==> config.mk <==
export PLATFORM = sky130hd
export DESIGN_NAME = pot_smoother_deadband_normalizer
export DESIGN_NICKNAME = d
export VERILOG_FILES = /design/src/psdn_pkg.sv /design/src/pot_smoother_deadband_normalizer.sv
export SDC_FILE = /design/constraint.sdc
export NUM_CORES = 2
export LEC_CHECK = 0
export ABC_AREA = 1
export BUFFER_PORTS_ARGS = -buffer_cell sky130_fd_sc_hd__buf_2
export CORE_ASPECT_RATIO = 1.1
export CORE_MARGIN = 10
export CORE_UTILIZATION = 51
export CTS_BUF_LIST = sky130_fd_sc_hd__clkbuf_16
export CTS_CLUSTER_DIAMETER = 150
export DETAILED_ROUTE_END_ITERATION = 10
export GPL_ROUTABILITY_DRIVEN = 1
export GPL_TIMING_DRIVEN = 0
export PLACE_DENSITY = 0.76
export RECOVER_POWER = 50
export SYNTH_ARGS = -nofsm -noshare
export SYNTH_HDL_FRONTEND = slang
export SYNTH_SLANG_ARGS = --single-unit
export TNS_END_PERCENT = 50
==> constraint.sdc <==
create_clock -name aclk -period 11.3 [get_ports aclk]
set_input_delay 2.26 -clock aclk [delete_from_list [all_inputs] [get_ports aclk]]
set_output_delay 2.26 -clock aclk [all_outputs]
set_load 0.02 [all_outputs]
==> src/psdn_pkg.sv <==
// ----------------------------------------------------------------------------
// psdn_pkg
// Shared types and constants for the potentiometer smoother / normalizer.
// ----------------------------------------------------------------------------
package psdn_pkg;

    localparam int S_TDATA_W = 88;
    localparam int M_TDATA_W = 40;
    localparam int PADDR_W   = 4;

    typedef enum logic [1:0] {
        REG_ALPHA     = 2'd0,
        REG_THRESHOLD = 2'd1,
        REG_HOLD      = 2'd2
    } reg_idx_t;

    localparam logic REQ_SAMPLE = 1'b0;
    localparam logic REQ_CAL    = 1'b1;

    localparam logic [7:0]  ALPHA_RST     = 8'd51;
    localparam logic [15:0] THRESHOLD_RST = 16'd5;
    localparam logic [19:0] HOLD_RST      = 20'd1000;

    typedef enum logic [2:0] {
        ST_IDLE,
        ST_CALC,
        ST_DECIDE,
        ST_DIV,
        ST_FIN
    } state_t;

    typedef struct packed {
        logic [31:0] report_time;
        logic [15:0] last_reported;
        logic [15:0] smoothed;
    } chan_state_t;

    typedef struct packed {
        logic [15:0] high;
        logic [15:0] low;
    } chan_cal_t;

endpackage

==> src/pot_smoother_deadband_normalizer.sv <==
// ----------------------------------------------------------------------------
// pot_smoother_deadband_normalizer
// Per-channel exponential smoothing, change deadband with hold window, and
// normalization against a per-channel calibration range.
//
// Usage:
//   s_* stream carries requests: tuser selects sample (0) or calibration (1).
//   m_* stream carries reports; tuser flags an empty calibration range.
//   APB port holds alpha, change threshold and hold window.
// Sequence per request (from the input transfer):
//   calibration or out-of-range channel: stays idle, ready again next cycle.
//   sample, no report: memory read, smooth, decide + write back.
//   sample with report: the 16-step restoring divider that forms the Q0.16
//   position follows, then the report waits until the output register is
//   free. Clamped and zero cases skip the divider.
// Channel state sits in two single-port synchronous memories (registered
// read); per-channel valid flops make unwritten entries read as zero.
// Reset returns the configuration registers to defaults and clears all valid flags at once.
// A report waits in the output register while m_tready is low; the input
// side keeps taking requests until another report needs that register.
// ----------------------------------------------------------------------------
module pot_smoother_deadband_normalizer #(
    parameter int NUM_CHANNELS = 9
) (
    input  logic                             aclk,
    input  logic                             aresetn,
    // s_tdata: channel[3:0], raw_sample[19:4], now_us[51:20],
    //          cal_low_point[67:52], cal_high_point[83:68]
    input  logic                             s_tvalid,
    output logic                             s_tready,
    input  logic [psdn_pkg::S_TDATA_W-1:0]   s_tdata,
    // s_tuser: req_type
    input  logic                             s_tuser,
    // m_tdata: out_channel[3:0], smoothed_value[19:4], normalized[35:20]
    output logic                             m_tvalid,
    input  logic                             m_tready,
    output logic [psdn_pkg::M_TDATA_W-1:0]   m_tdata,
    // m_tuser: range_error
    output logic                             m_tuser,
    input  logic                             psel,
    input  logic                             penable,
    input  logic                             pwrite,
    input  logic [psdn_pkg::PADDR_W-1:0]     paddr,
    input  logic [31:0]                      pwdata,
    output logic [31:0]                      prdata,
    output logic                             pready
);
    import psdn_pkg::*;

    localparam int IDX_W = (NUM_CHANNELS > 1) ? $clog2(NUM_CHANNELS) : 1;

    // configuration
    logic [7:0]  alpha_reg;
    logic [15:0] thresh_reg;
    logic [19:0] hold_reg;
    reg_idx_t    cfg_idx;
    logic        cfg_wr;

    assign pready  = 1'b1;
    assign cfg_idx = reg_idx_t'(paddr[3:2]);
    assign cfg_wr  = psel & penable & pwrite;

    always_ff @(posedge aclk) begin
        if (!aresetn) begin
            alpha_reg  <= ALPHA_RST;
            thresh_reg <= THRESHOLD_RST;
            hold_reg   <= HOLD_RST;
        end else if (cfg_wr) begin
            unique case (cfg_idx)
                REG_ALPHA:     alpha_reg  <= pwdata[7:0];
                REG_THRESHOLD: thresh_reg <= pwdata[15:0];
                REG_HOLD:      hold_reg   <= pwdata[19:0];
                default: ;
            endcase
        end
    end

    always_comb begin
        unique case (cfg_idx)
            REG_ALPHA:     prdata = {24'd0, alpha_reg};
            REG_THRESHOLD: prdata = {16'd0, thresh_reg};
            REG_HOLD:      prdata = {12'd0, hold_reg};
            default:       prdata = 32'd0;
        endcase
    end

    // input fields
    logic [3:0]  in_chan;
    logic [15:0] in_raw;
    logic [31:0] in_now;
    logic [15:0] in_lo;
    logic [15:0] in_hi;
    logic        in_range;
    logic        s_xfer;
    logic        cal_wr;
    logic        st_rd;
    logic [IDX_W-1:0] in_idx;

    assign in_chan  = s_tdata[3:0];
    assign in_raw   = s_tdata[19:4];
    assign in_now   = s_tdata[51:20];
    assign in_lo    = s_tdata[67:52];
    assign in_hi    = s_tdata[83:68];
    assign in_idx   = IDX_W'(in_chan);
    assign in_range = 32'(in_chan) < NUM_CHANNELS;
    assign s_xfer   = s_tvalid & s_tready;
    assign cal_wr   = s_xfer & in_range & (s_tuser == REQ_CAL);
    assign st_rd    = s_xfer & in_range & (s_tuser == REQ_SAMPLE);

    // state machine
    state_t state_reg, state_next;

    // item and datapath registers
    logic [3:0]       ch_reg;
    logic [IDX_W-1:0] idx_reg;
    logic [15:0]      raw_reg;
    logic [31:0]      now_reg;
    chan_state_t      cur_reg;
    logic [15:0]      lo_reg;
    logic [15:0]      hi_reg;
    logic [15:0]      ns_reg;
    logic [15:0]      quo_reg;
    logic [16:0]      rem_reg;
    logic [15:0]      den_reg;
    logic [3:0]       cnt_reg;
    logic             err_reg;

    // memories
    chan_state_t st_mem  [NUM_CHANNELS];
    chan_cal_t   cal_mem [NUM_CHANNELS];
    chan_state_t st_rdata_reg;
    chan_cal_t   cal_rdata_reg;
    logic [NUM_CHANNELS-1:0] st_vld_reg;
    logic [NUM_CHANNELS-1:0] cal_vld_reg;
    logic        st_rvld_reg;
    logic        cal_rvld_reg;
    logic        st_wr;
    chan_state_t st_wdata;

    always_ff @(posedge aclk) begin
        if (cal_wr) begin
            cal_mem[in_idx] <= '{high: in_hi, low: in_lo};
        end
        if (st_rd) begin
            cal_rdata_reg <= cal_mem[in_idx];
        end
    end

    always_ff @(posedge aclk) begin
        if (st_wr) begin
            st_mem[idx_reg] <= st_wdata;
        end
        if (st_rd) begin
            st_rdata_reg <= st_mem[in_idx];
        end
    end

    always_ff @(posedge aclk) begin
        if (!aresetn) begin
            st_vld_reg   <= '0;
            cal_vld_reg  <= '0;
            st_rvld_reg  <= 1'b0;
            cal_rvld_reg <= 1'b0;
        end else begin
            if (cal_wr) begin
                cal_vld_reg[in_idx] <= 1'b1;
            end
            if (st_wr) begin
                st_vld_reg[idx_reg] <= 1'b1;
            end
            if (st_rd) begin
                st_rvld_reg  <= st_vld_reg[in_idx];
                cal_rvld_reg <= cal_vld_reg[in_idx];
            end
        end
    end

    // smoothing: old + floor(alpha * (raw - old) / 256)
    chan_state_t      rd_state;
    chan_cal_t        rd_cal;
    logic signed [16:0] delta;
    logic signed [25:0] prod;
    logic signed [25:0] ns_sum;

    assign rd_state = st_rvld_reg  ? st_rdata_reg  : '0;
    assign rd_cal   = cal_rvld_reg ? cal_rdata_reg : '0;
    assign delta    = signed'({1'b0, raw_reg}) - signed'({1'b0, rd_state.smoothed});
    assign prod     = signed'({1'b0, alpha_reg}) * delta;
    assign ns_sum   = signed'(26'(rd_state.smoothed)) + (prod >>> 8);

    // deadband, hold window and normalizer setup
    logic [15:0] diff;
    logic [31:0] elapsed;
    logic        report;
    logic        zero_res;
    logic        div_need;
    logic [15:0] num;
    logic [15:0] den;

    assign diff    = (ns_reg >= cur_reg.last_reported) ? ns_reg - cur_reg.last_reported
                                                       : cur_reg.last_reported - ns_reg;
    assign elapsed = now_reg - cur_reg.report_time;
    assign report  = (diff > thresh_reg) || (elapsed < 32'(hold_reg));

    always_comb begin
        zero_res = 1'b0;
        num      = 16'd0;
        den      = 16'd0;
        if (lo_reg == hi_reg) begin
            zero_res = 1'b1;
        end else if (hi_reg > lo_reg) begin
            zero_res = ns_reg <= lo_reg;
            num      = ns_reg - lo_reg;
            den      = hi_reg - lo_reg;
        end else begin
            zero_res = ns_reg >= lo_reg;
            num      = lo_reg - ns_reg;
            den      = lo_reg - hi_reg;
        end
    end

    assign div_need = !zero_res && (num < den);

    always_comb begin
        st_wdata.smoothed      = ns_reg;
        st_wdata.last_reported = report ? ns_reg  : cur_reg.last_reported;
        st_wdata.report_time   = report ? now_reg : cur_reg.report_time;
    end

    assign st_wr = (state_reg == ST_DECIDE);

    // divider step
    logic [16:0] rem_sh;
    logic        q_bit;
    logic [16:0] rem_nx;

    assign rem_sh = {rem_reg[15:0], 1'b0};
    assign q_bit  = rem_sh >= {1'b0, den_reg};
    assign rem_nx = q_bit ? rem_sh - {1'b0, den_reg} : rem_sh;

    // output register
    logic        m_tvalid_reg;
    logic [15:0] out_smooth_reg;
    logic [15:0] out_norm_reg;
    logic [3:0]  out_ch_reg;
    logic        out_err_reg;
    logic        out_load;

    assign out_load = (state_reg == ST_FIN) && (!m_tvalid_reg || m_tready);

    always_comb begin
        state_next = state_reg;
        unique case (state_reg)
            ST_IDLE: begin
                if (st_rd) begin
                    state_next = ST_CALC;
                end
            end
            ST_CALC: begin
                state_next = ST_DECIDE;
            end
            ST_DECIDE: begin
                if (!report) begin
                    state_next = ST_IDLE;
                end else if (div_need) begin
                    state_next = ST_DIV;
                end else begin
                    state_next = ST_FIN;
                end
            end
            ST_DIV: begin
                if (cnt_reg == 4'd15) begin
                    state_next = ST_FIN;
                end
            end
            ST_FIN: begin
                if (out_load) begin
                    state_next = ST_IDLE;
                end
            end
            default: state_next = ST_IDLE;
        endcase
    end

    always_ff @(posedge aclk) begin
        if (!aresetn) begin
            state_reg    <= ST_IDLE;
            m_tvalid_reg <= 1'b0;
        end else begin
            state_reg <= state_next;
            if (out_load) begin
                m_tvalid_reg <= 1'b1;
            end else if (m_tready) begin
                m_tvalid_reg <= 1'b0;
            end
        end
    end

    always_ff @(posedge aclk) begin
        if (st_rd) begin
            ch_reg  <= in_chan;
            idx_reg <= in_idx;
            raw_reg <= in_raw;
            now_reg <= in_now;
        end
        if (state_reg == ST_CALC) begin
            ns_reg  <= ns_sum[15:0];
            cur_reg <= rd_state;
            lo_reg  <= rd_cal.low;
            hi_reg  <= rd_cal.high;
        end
        if (state_reg == ST_DECIDE) begin
            err_reg <= (lo_reg == hi_reg);
            rem_reg <= {1'b0, num};
            den_reg <= den;
            cnt_reg <= 4'd0;
            quo_reg <= zero_res ? 16'd0 : 16'hFFFF;
        end
        if (state_reg == ST_DIV) begin
            rem_reg <= rem_nx;
            quo_reg <= {quo_reg[14:0], q_bit};
            cnt_reg <= cnt_reg + 4'd1;
        end
        if (out_load) begin
            out_ch_reg     <= ch_reg;
            out_smooth_reg <= ns_reg;
            out_norm_reg   <= quo_reg;
            out_err_reg    <= err_reg;
        end
    end

    assign s_tready = (state_reg == ST_IDLE);
    assign m_tvalid = m_tvalid_reg;
    assign m_tdata  = {4'd0, out_norm_reg, out_smooth_reg, out_ch_reg};
    assign m_tuser  = out_err_reg;

endmodule

* After elaboration in Yosys (flattened, before gate mapping)
Memories as Yosys holds them, arrays and structs flattened. A register that Yosys moved wholly into a read port is not among the register bits.
Cells that the tools add are included.
** Word-level totals
- RAM bits :: 864
- Memories kept :: 2
- Flip-flop bits (word level) :: 306
- Input bits :: 132
- Output and inout port bits :: 76
- Word-level logic and storage cells :: 128
** Memories
- st_mem :: depth 9, bits a word 64, read ports 1, clocked after memory_dff 1, wr ports 1, line pot_smoother_deadband_normalizer.sv:129 : chan_state_t st_mem [NUM_CHANNELS];
- cal_mem :: depth 9, bits a word 32, read ports 1, clocked after memory_dff 1, wr ports 1, line pot_smoother_deadband_normalizer.sv:130 : chan_cal_t cal_mem [NUM_CHANNELS];
** Cells by class
- Reductions and logical operators :: 16
- Mux-type cells :: 39
- $lt $le $gt $ge :: 13
- Add/subtract/negate cells :: 11
- Bitwise logic cells :: 9
- Equality and inequality tests :: 11
- $mul :: 1
** Operators with widths (count)
- $mux 16 :: 13
- $sub 16x16->16 :: 7
- $pmux 20 s3 :: 1
- $ge 16x16->1 :: 2
- $gt 16x16->1 :: 2
- $lt 32x20->1 :: 1
- $mux 32 :: 1
- $sub 32x32->32 :: 1
- $mul 9x17->24 :: 1
- $or 9x9->9 :: 2
- $ge 17x16->1 :: 1
- $sub 16x16->17 :: 1
- $add 16x16->16 :: 1
- $eq 16x16->1 :: 1
- $le 16x16->1 :: 1
- $lt 16x16->1 :: 1
- $mux 3 :: 5
- $pmux 3 s5 :: 1
- $mux 1 :: 12
- $lt 4x5->1 const B :: 2
- $bmux 1 s4 :: 2
- $demux 1 s4 :: 2
- $ge 4x1->1 const B :: 2
- $mux 4 :: 2
- other kinds (20) :: 35

* Longest topological paths before layout
- Word-level depth :: 8
- Gate-level depth with buffers :: 45
- Depth with buffers taken out :: 43

* Worst setup path before layout
No wires, ideal clock.
- Path type :: input to register
- From :: input port s_tdata[0] (netlist name)
- To :: register cal_rvld_reg
- Library setup time :: 0.117 ns
- Arrival time :: 9.867 ns
- Required time :: 11.183 ns
- Slack :: 1.316 ns
- Path buffers :: 0
- Cell stages on the path :: 7
- Cell sequence :: nor2_1 -> inv_1 -> o21ai_0 -> nand2_1 -> nor2_1 -> o21ai_0 -> a21oi_1
** Between the ends
- Word-level cells in the longest chain between the ends :: 3
- Elaborated cells between the ends (all ways) :: 5
- Those cells by class :: order compare: 1; mux: 2; bitwise: 2
** Ends and longest elaborated chain
- start, declared :: line pot_smoother_deadband_normalizer.sv:31 : input logic [psdn_pkg::S_TDATA_W-1:0] s_tdata,
- $lt 4x4->1 :: line pot_smoother_deadband_normalizer.sv:105 : assign in_range = 32'(in_chan) < NUM_CHANNELS;
- $and 1x1->1 (2 in a row) :: line pot_smoother_deadband_normalizer.sv:108 : assign st_rd = s_xfer & in_range & (s_tuser == REQ_SAMPLE);
- named net st_rd :: line pot_smoother_deadband_normalizer.sv:96 : logic st_rd;
- end signal, assigned :: line pot_smoother_deadband_normalizer.sv:173 : cal_rvld_reg <= cal_vld_reg[in_idx];
- end, declared :: line pot_smoother_deadband_normalizer.sv:136 : logic cal_rvld_reg;
The timed path passes the listed nets, and every way through them passes these cells. The select of a mux whose other input is x is not followed.
A chain may end at the register's enable or synchronous reset.

* Worst setup path in the final report
- From :: register st_rvld_reg
- To :: register ns_reg[14] (data pin)
** Between the ends
- Word-level cells in the longest chain between the ends :: 4
** Ends and longest elaborated chain
- start, declared :: line pot_smoother_deadband_normalizer.sv:135 : logic st_rvld_reg;
- start signal, assigned :: line pot_smoother_deadband_normalizer.sv:172 : st_rvld_reg <= st_vld_reg[in_idx];
- $mux 16 * :: line pot_smoother_deadband_normalizer.sv:185 : assign rd_state = st_rvld_reg ? st_rdata_reg : '0;
- $sub 16x16->17 :: line pot_smoother_deadband_normalizer.sv:187 : assign delta = signed'({1'b0, raw_reg}) - signed'({1'b0, rd_state.smoothed});
- $mul 9x17->24 :: line pot_smoother_deadband_normalizer.sv:188 : assign prod = signed'({1'b0, alpha_reg}) * delta;
- $add 16x16->16 * :: line pot_smoother_deadband_normalizer.sv:189 : assign ns_sum = signed'(26'(rd_state.smoothed)) + (prod >>> 8);
- named net ns_sum[14] :: line pot_smoother_deadband_normalizer.sv:183 : logic signed [25:0] ns_sum;
- end signal, assigned :: line pot_smoother_deadband_normalizer.sv:307 : ns_reg <= ns_sum[15:0];
- end, declared :: line pot_smoother_deadband_normalizer.sv:121 : logic [15:0] ns_reg;
Mark *: on every way through the listed nets, which the timed path passes. The rest lies on a longest branch.

==> reports/qor.yml <==
worst_slew_pin_slew_ns: 2.70
r2r_start: "st_rvld_reg"
synth_area_leaders: "edfxtp_1, nand2_1, ha_1, inv_1, fa_1"
placed_area_um2: 64800
ant_nets: 0
cts_root_buffer: "clkbuf_16"
clkPwrFrac_pct: 17.8
dpl.hpwl_mm: 122
hold_class: "flop to flop"
synth_compound_area_share_pct: 10.5
path_class: "flop to flop"
violations: "capacitance limit, slew limit"
post-route-drc-count: 0
fin_crit_ns: 10.14
wl_mm: 168
async_reset_ff_share_pct: 0
post-place-ws_ns: 1.32
row_count: 132
io_buffers: 171
synth_top_area_share_pct: 59.1
numClockSinks: 1266
relSlewSlack_pct: -80.7
regArea_um2: 37300
synthMuxAreaShare_pct: 0.0658
avgViaCountPerCell: 5.77
avgSynthCellArea_um2: 11.4
holdWs_ns: 0.434
stdcell_count: 7369
p_int_w: 0.0124
max_stage_delay_ns: 0.79
peakVddDrop_v: 0.000320
grt.total_usage_pct: 24.5
finish.net_count: 6235
die_x_um: 349
min_from: "quo_reg[15]"
crit_start: "st_rvld_reg"
core-area_um2: 118000
arrival_ns: 10.64
finClkSkew_ns: 0.0446
yosysSeqAreaShare_pct: 61.3
h-tree-depth: 3
cp_common_cell: "fa_1"
ctsResizeCount: 0
path_max_fanout: 10
ios: 208
post-route-period-util_pct: 89.8
max_cap_viol_count: 25
swShare_pct: 42.9
yosysTopAreaCell: "edfxtp_1"
powerDensity_nw_per_um2: 318
dp_cells: 7143
netlist_area_um2: 60900
syn_inst: 5357
multi_input_area_um2: 20100
cts_buffer_depth: 3
yosys.area_share.xor_xnor_pct: 1.70
cts_setup_buffers: 0
cp_slowest_cell: "clkbuf_1"
rsz0062_at_grt: "no"
wl_per_cell_um: 22.8
synth-edff-count: 1198
synth-simple-area-share_pct: 11.4
power.leakage_nw: 27.0
first_pass_iters: 6
start_util_pct: 51.5
synth_top_family_by_area: "simple AND/OR/NAND/NOR gates"
grt_first_pass_wirelength_mm: 250
cts_made_buffers: 117
overflow: 0
cts_hold_buffers: 0
antenna_found_initial: 10
grt_pass1_vias: 41400
grt_max_degree: 39
p_comb_share_pct: 48.6
timing.final.ws_setup_ns: 1.16
synthFlopType: "edfxtp_1"
power_frac_seq_pct: 33.6
startpoint_type: "flop"
clk_pin_slew_ns: 0.07
die-height_um: 382
hold_violations: 0
first_iter_violations: 5045
ys_types: 63
fmax_ghz: 0.0986
final_area_um2: 68100
required_ns: 11.79
synthAdderAreaFrac_pct: 9.17
synth-seq-cells: 1266
fin_util_pct: 57.6
setup_viol: 0
synth_warnings: 0
status: "complete, but fails checks"
cts_tree: "built"
worstSkewPairLatency_ns: 0.75
num_vias: 42500
drive_gt1_share_pct: 7.60
area_growth_pct: 11.8
largest_reg_flops: 576
p_switching_w: 0.00930
ff2ff_setup_slack_ns: 1.16
die_area_um2: 134000
maxSlewViolCount: 610
n_fill_cell: 9427
gp_congestion: 0.987
cp-end-kind: "flop"
-- power groups by stage --
stage          Clock (W)  Combinational [W]  Sequential, W
6_report         0.00385             0.0105        0.00728
5_1_grt          0.00406             0.0117        0.00731
4_1_cts          0.00388             0.0103        0.00727
3_5_place_dp           0             0.0102        0.00736
3_3_place_gp           0            0.00985        0.00742
2_1_floorplan          0            0.00719        0.00718
-- synthesized netlist by cell type, types with 4 or more instances --
master / count
nor4_1: 6
mux2i_1: 4
or2_2: 15
o22ai_1: 9
o2111ai_1: 9
nor2_1: 257
inv_1: 686
clkinv_1: 5
buf_2: 10
nand3_1: 86
o21ai_0: 178
ha_1: 267
edfxtp_1: 1198
dfxtp_1: 68
buf_4: 21
inv_2: 9
nand2_1: 1135
nand4_1: 115
a21oi_1: 370
nor3_1: 35
o21bai_1: 9
fa_1: 112
a21o_1: 11
nand3b_1: 5
a211oi_1: 8
buf_1: 7
a31oi_1: 9
o311ai_0: 4
o211ai_1: 27
buf_6: 4
a22oi_1: 200
nor2_2: 8
nand3_2: 5
a221o_1: 97
o21a_1: 21
nand2_2: 11
clkbuf_1: 157
o21ai_1: 13
xor2_1: 81
xnor2_1: 37
o221ai_1: 13
-- final cells by class --
type                       count  area share [%]
inverter                     700            3.86
buffer                       202            1.32
multi-input combinational   3204            29.6
clock buffer                 120            4.41
antenna                        2         0.00735
timing repair buffer         233            2.04
sequential                  1266            54.9
tap                         1541            2.83
clock inverter               101            1.11
-- path summary, 6_finish.rpt --
kind	end	cells after the start
setup / recovery	ns_reg[14]	37
hold / removal	out_norm_reg[15]	0
setup reg to reg	ns_reg[14]	37
hold reg to reg	out_norm_reg[15]	0
-- worst max-delay path: cells and delay by family (launching register included) --
family,cells,cell delay [ns]
fa+ha+maj,8,3.23
xor+xnor,3,0.87
simple gates,9,1.33
buf+inv,6,1.91
compound gates,11,2.23
flops,1,0.32
-- logic make-up after synthesis --
logic type                 Yosys count
xor gates and xnor gates           118
AOI/OAI and AO/OA                 1000
adders and majority gates          379
muxes                                4
buffers and inverters              902
and+or+nand+nor                   1686
DFF                               1266
other                                2
-- through the flow --
| stage | total power, W | TNS, ns |
|---|---|---|
| final | 0.0217 | 0 |
| after global routing | 0.0231 | 0 |
| after CTS | 0.0215 | 0 |
| after detailed placement | 0.0175 | 0 |
| after global placement | 0.0173 | -445.54 |
| after floorplan | 0.0144 | 0 |
-- layer usage --
| metal | up-vias | global-route usage [%] | wire length (µm) |
|---|---|---|---|
| met5 | - | 0 | 69 |
| met4 | 14 | 10.9 | 7720 |
| met3 | 378 | 4.63 | 17000 |
| met2 | 2311 | 39.7 | 78600 |
| met1 | 20400 | 32.1 | 64400 |
| li1 | 19500 | - | - |
-- cells in the final DEF (no fill, tap or decap), types with 21 or more instances in the layout --
| cell | synthesis | layout |
|---|---|---|
| clkbuf_1 | 157 | 222 |
| nand2_1 | 1135 | 1134 |
| o211ai_1 | 27 | 27 |
| o21a_1 | 21 | 21 |
| xnor2_1 | 37 | 37 |
| buf_2 | 10 | 141 |
| buf_4 | 21 | 22 |
| nor3_1 | 35 | 27 |
| nor2_1 | 257 | 255 |
| nand4_1 | 115 | 115 |
| a22oi_1 | 200 | 200 |
| a21oi_1 | 370 | 370 |
| buf_6 | 4 | 27 |
| clkbuf_16 | 0 | 120 |
| ha_1 | 267 | 267 |
| xor2_1 | 81 | 81 |
| fa_1 | 112 | 112 |
| a221o_1 | 97 | 97 |
| nand3_1 | 86 | 86 |
| edfxtp_1 | 1198 | 1198 |
| o21ai_0 | 178 | 175 |
| dfxtp_1 | 68 | 68 |
| clkinv_1 | 5 | 33 |
| inv_1 | 686 | 712 |
(Power assumes the default switching activity.)
